[config.mk]
export PLATFORM = sky130hd
export DESIGN_NAME = i64a_div_cell
export DESIGN_NICKNAME = d
export VERILOG_FILES = /design/src/rtl/i64a_pkg.sv /design/src/rtl/i64a_div_cell.sv
export SDC_FILE = /design/constraint.sdc
export NUM_CORES = 1
export LEC_CHECK = 0
export BUFFER_PORTS_ARGS = -buffer_cell sky130_fd_sc_hd__buf_2
export CELL_PAD_IN_SITES_DETAIL_PLACEMENT = 2
export CELL_PAD_IN_SITES_GLOBAL_PLACEMENT = 2
export CORE_AREA = 10 10 302 304
export CTS_CLUSTER_SIZE = 8
export DETAILED_ROUTE_END_ITERATION = 16
export DIE_AREA = 0 0 312 314
export PLACE_DENSITY_LB_ADDON = 0.25
export REMOVE_ABC_BUFFERS = 1
export SLEW_MARGIN = 20
export SYNTH_ARGS = -nofsm -noshare
export SYNTH_HDL_FRONTEND = slang
export SYNTH_SLANG_ARGS = --single-unit
[constraint.sdc]
create_clock -name clk -period 1.2 [get_ports clk]
set_input_delay 0.18 -clock clk [delete_from_list [all_inputs] [get_ports clk]]
set_output_delay 0.18 -clock clk [all_outputs]
set_load 0.005 [all_outputs]
[src/rtl/i64a_pkg.sv]
// ----------------------------------------------------------------------------
// i64a_pkg: shared types for the 64-bit integer alu
// action codes, request and response beats, and the per-stage cell record
// ----------------------------------------------------------------------------
`default_nettype none

package i64a_pkg;

	localparam int unsigned DATA_W    = 64;
	localparam int unsigned HALF_W    = DATA_W / 2;
	localparam int unsigned DIV_STEPS = DATA_W;

	typedef enum logic [4:0] {
		OP_ADD  = 5'd0,
		OP_SUB  = 5'd1,
		OP_MUL  = 5'd2,
		OP_SDIV = 5'd3,
		OP_SMOD = 5'd4,
		OP_AND  = 5'd5,
		OP_OR   = 5'd6,
		OP_XOR  = 5'd7,
		OP_NOT  = 5'd8,
		OP_SSHL = 5'd9,
		OP_SSHR = 5'd10,
		OP_ROL  = 5'd11,
		OP_ROR  = 5'd12,
		OP_SCMP = 5'd13,
		OP_UMUL = 5'd14,
		OP_UDIV = 5'd15,
		OP_UMOD = 5'd16,
		OP_USHL = 5'd17,
		OP_USHR = 5'd18,
		OP_UCMP = 5'd19
	} op_t;

	typedef struct packed {
		logic [4:0]        action;
		logic [DATA_W-1:0] operand_a;
		logic [DATA_W-1:0] operand_b;
	} req_t;

	typedef struct packed {
		logic [DATA_W-1:0] result;
		logic              div_by_zero;
	} rsp_t;

	// one stage of the divider chain, with the other results riding along
	typedef struct packed {
		logic              valid;
		logic [4:0]        action;
		logic              dz;
		logic              is_div;
		logic              qneg;
		logic              rneg;
		logic [DATA_W-1:0] res;
		logic [DATA_W-1:0] rem;
		logic [DATA_W-1:0] dq;
		logic [DATA_W-1:0] dvs;
		logic [DATA_W-1:0] mlo;
		logic [HALF_W-1:0] cx0;
		logic [HALF_W-1:0] cx1;
	} cell_t;

endpackage

`default_nettype wire

[src/rtl/i64a_div_cell.sv]
// ----------------------------------------------------------------------------
// i64a_div_cell: one restoring-division step
// develops one quotient bit and passes the whole record to the next cell
// ----------------------------------------------------------------------------
`default_nettype none

module i64a_div_cell
	import i64a_pkg::*;
(
	input  wire logic  clk,
	input  wire logic  arst_n,
	input  wire logic  en,
	input  wire cell_t d,
	output cell_t      q
);

	logic [DATA_W+1:0] diff;
	logic              ge;
	cell_t             n;

	always_comb begin
		n    = d;
		// shift the next dividend bit into the partial remainder and trial-subtract
		diff = {1'b0, d.rem, d.dq[DATA_W-1]} - {2'b00, d.dvs};
		ge   = !diff[DATA_W+1];
		n.rem = ge ? diff[DATA_W-1:0] : {d.rem[DATA_W-2:0], d.dq[DATA_W-1]};
		n.dq  = {d.dq[DATA_W-2:0], ge};
	end

	always_ff @(posedge clk or negedge arst_n) begin
		if (!arst_n) begin
			q <= '0;
		end else if (en) begin
			q <= n;
		end
	end

endmodule

`default_nettype wire

==> summary.md <==
| Metric | Value |
|---|---|
| Outcome | finished with violations |
| Violated checks | negative setup slack |
| Setup Slack @ Placement | -2.42 ns |
| GPL Wtd Cong | between 0.8 and 0.9 |
| Hold Path Class | in -> reg |
| CTS Buf Count | 57 |
| WL/cell | roughly 30 um |
| P_int | between 30 and 40 mW |
| Final hold vios | 0 |
| Psw | roughly 15 mW |
| GRT Util Overall | 23.8% |
| Initial antenna violation count | 40 |
| Utilization after layout | 42.5% |
| Fillers | a little under 9,000 |
| Worst-path maximum fanout | 3 |
| Die W | between 300 and 400 um |
| Gate Count Post-Synth | 1,655 |
| Yosys warning total | 0 |
| Max FFs per register | about 400 |
| Async SR Flop Fraction | 100% |
| Unrepaired setup endpoints after global routing | true |
| Clk_skew | 0 ns |
| Vias in the first global route | around 24,000 |
| Min cycle time layout | 2.54 ns |
| CTS tree | built |
| Routed wire length | ~130 mm |
| Clock share of power | about a third |
| Grt ovf | 0 |
| Critical Path Sink Type | register |
| Number of synthesized flops with an enable pin | 0 |
| Switch share | about a third |
| Chip height | ~310 um |
| CTS H-tree lvls | 2 |
| Starting density of the core | roughly 22% |
| Max_cap viols | 0 |
| Max Freq | approximately 0.39 GHz |
| Largest Register | q |
| Total die area | 98,000 um2 |
| Final std cells w/o fill | between 4,000 and 5,000 |
| Comb pwr share | roughly a third |
| Design Power | about 47 mW |
| Ports | between 700 and 800 |
| First-pass GRT wire length | 175 mm |
| Static Leak | about 17 nW |
| Clock buffer depth | 3 |
| Peak supply drop | 1.52 mV |
| Dpl cells | about 3,800 |
| Worst slew pin tran | roughly 0.6 ns |
| Via count | about 21,000 |
| Top Registers | q x394 |
| Via density | 4.64 |
| CP required | 1.71 ns |
| Placement Rows | around 110 |
| HPWL Detailed | around 80 mm |
| Worst Path Class, Setup | in -> reg |
| Remaining DRCs | 0 |
| Synthesized area per cell | around 11 um2 |
| Antenna Nets Post-Route | 0 |
| Number of DRC markers in iteration 0 | slightly below 900 |
| #FFs+latches synth | a little under 400 |
| Number of distinct library cells after synthesis | between 50 and 60 |
| Largest net degree at the start of global routing | 55 |
| Cell Area, Synth | approximately 19,000 um2 |
| Pwr dens | 1290 nW/um2 |
| Setup-failing EPs final | between 400 and 500 |
| Worst hold slack | about 0.064 ns |
| Clk_lat worst skew | roughly 0.60 ns |
| Core area | 84,900 um2 |
| Final #Nets | around 3,800 |
| Root Buffer | clkbuf_16 |
| Clock Pin Slew Worst Setup and Hold Paths | about 0.050 ns |
| Area grow syn2layout | 90.1% |
| Final worst setup slack | -1.34 ns |
| Worst slew margin relative to its limit | 60.2% |
| Part of the power in registers | approximately 35% |
| First-pass DRT Iterations | 4 |
| Startpoint types | input port |
| Worst path arrival time | between 3 and 4 ns |
| Fin. max-slew vios | 0 |
| Primary FF master, synth | dfrtp_1 |
| Share of layout cells above drive strength 1 | between 50% and 60% |
| Seq/Total Area, Yosys | between 50 and 60% |
| Fin crit share | 212% |
| Number of port buffers | 790 |
| Clock sink count | 394 |
==> cells by family (layout without fill, tap and decap cells) <==
logic type | count (synthesis) | in the layout | synth area share, %
AO/OA/AOI/OAI | 322 | 322 | 10.0
XOR/XNOR | 59 | 59 | 2.72
adder cells (fa/ha/maj) | 65 | 65 | 4.32
buffers and inverters | 172 | 1868 | 3.56
flip-flops | 394 | 394 | 51.9
multiplexers | 346 | 346 | 20.4
other | 0 | 29 | 0
AND/OR/NAND/NOR | 297 | 297 | 7.04
==> cell usage after synthesis (all sizes together), types with 16 or more instances <==
library cell | number | area share (%)
a21o | 20 | 0.79
a21oi | 162 | 4.3
a31oi | 17 | 0.59
clkbuf | 72 | 1.4
dfrtp | 394 | 52
ha | 64 | 4.2
inv | 86 | 1.7
mux2 | 333 | 20
nand2 | 76 | 1.5
nand3 | 22 | 0.58
nand4 | 16 | 0.53
nor2 | 125 | 2.5
o21ai | 59 | 1.6
xnor2 | 38 | 1.8
xor2 | 21 | 0.97
==> through the flow <==
| step | setup TNS (ns) | instance area (um2) |
|---|---|---|
| detailed placement | -179.05 | 26500 |
| CTS | -139.75 | 34400 |
| floorplan | -208.56 | 18600 |
| global placement | -168.20 | 26500 |
| finish | -130.92 | 36100 |
| global route | -155.23 | 36100 |
==> final timing paths <==
path                                      end  depth (start not counted)                from  slack [ns]
setup / recovery           q[300]$_DFFE_PN0P_                         18              d[255]       -1.34
hold / removal             q[273]$_DFFE_PN0P_                          5              d[272]        0.06
setup reg to reg           q[212]$_DFFE_PN0P_                          4  q[212]$_DFFE_PN0P_        0.01
hold reg to reg            q[165]$_DFFE_PN0P_                          1  q[165]$_DFFE_PN0P_        0.50
max in group asynchronous  q[341]$_DFFE_PN0P_                          3              arst_n        0.32
min in group asynchronous  q[127]$_DFFE_PN0P_                          2              arst_n        0.11
==> cell type report <==
cell class | count | area (um2) | area share [%]
diodes | 29 | 72.6 | 0.201
clock buffers | 66 | 1510 | 4.18
well taps | 1144 | 1430 | 3.96
repair buffers | 1712 | 13300 | 36.9
inverters | 86 | 338 | 0.936
flip-flops and latches | 394 | 9860 | 27.3
clock inverters | 4 | 52.6 | 0.146
multi-input cells | 1089 | 9500 | 26.3
==> worst max-delay path, cell delays in order <==
cell      delay [ns]
buf_8           0.10
inv_6           0.05
ha_4            0.14
inv_2           0.04
fa_2            0.34
a21o_1          0.23
a221oi_2        0.25
buf_4           0.18
o221ai_4        0.11
a211oi_2        0.20
buf_4           0.16
a211oi_4        0.08
o21ai_2         0.20
buf_6           0.15
xor2_1          0.15
buf_4           0.13
o21ai_0         0.07
mux2_2          0.27
==> metal layers <==
layer  up-vias  global-route usage [%]  share of wire [%]
li1       9209                       -                  -
met1     10700                    24.7                 36
met2       738                    44.2                 52
met3       329                    6.70                6.2
met4        28                    10.1                5.8
met5         -                       0               0.15
==> placed cells by master (no fill, tap or decap), types with 19 or more instances in the layout <==
master / n
ha_1: 47
nor2_1: 95
diode_2: 29
buf_4: 499
dfrtp_1: 394
mux2_2: 330
buf_6: 179
a21oi_2: 43
o21ai_0: 33
nor2_2: 19
nand3_1: 19
clkbuf_16: 58
xnor2_1: 35
dlygate4sd3_1: 391
a21oi_1: 113
xor2_1: 21
buf_2: 612
nand2_1: 69
a21o_1: 20
inv_1: 76
==> power by group through the flow <==
stage                     Combinational (mW)  Clock, mW  Sequential (mW)
after CTS                               13.1       15.6             15.8
after global routing                    15.9       16.5             16.3
after detailed placement                10.0          0             15.9
after global placement                  9.76          0             15.8
after floorplan                         3.63          0             15.9
final                                   14.9       15.6             16.1
==> repair_timing <==
| item | 4_1_cts | 5_1_grt |
|---|---|---|
| pin swaps | 79 | 57 |
| resized for setup | 398 | 152 |
| endpoints found under the setup margin | 459 | 459 |
| hold endpoints to repair | 784 | 0 |
| setup buffers | 111 | 120 |
| hold buffers | 391 | 0 |
| gates cloned | 2 | 2 |
(Power assumes the default switching activity.)
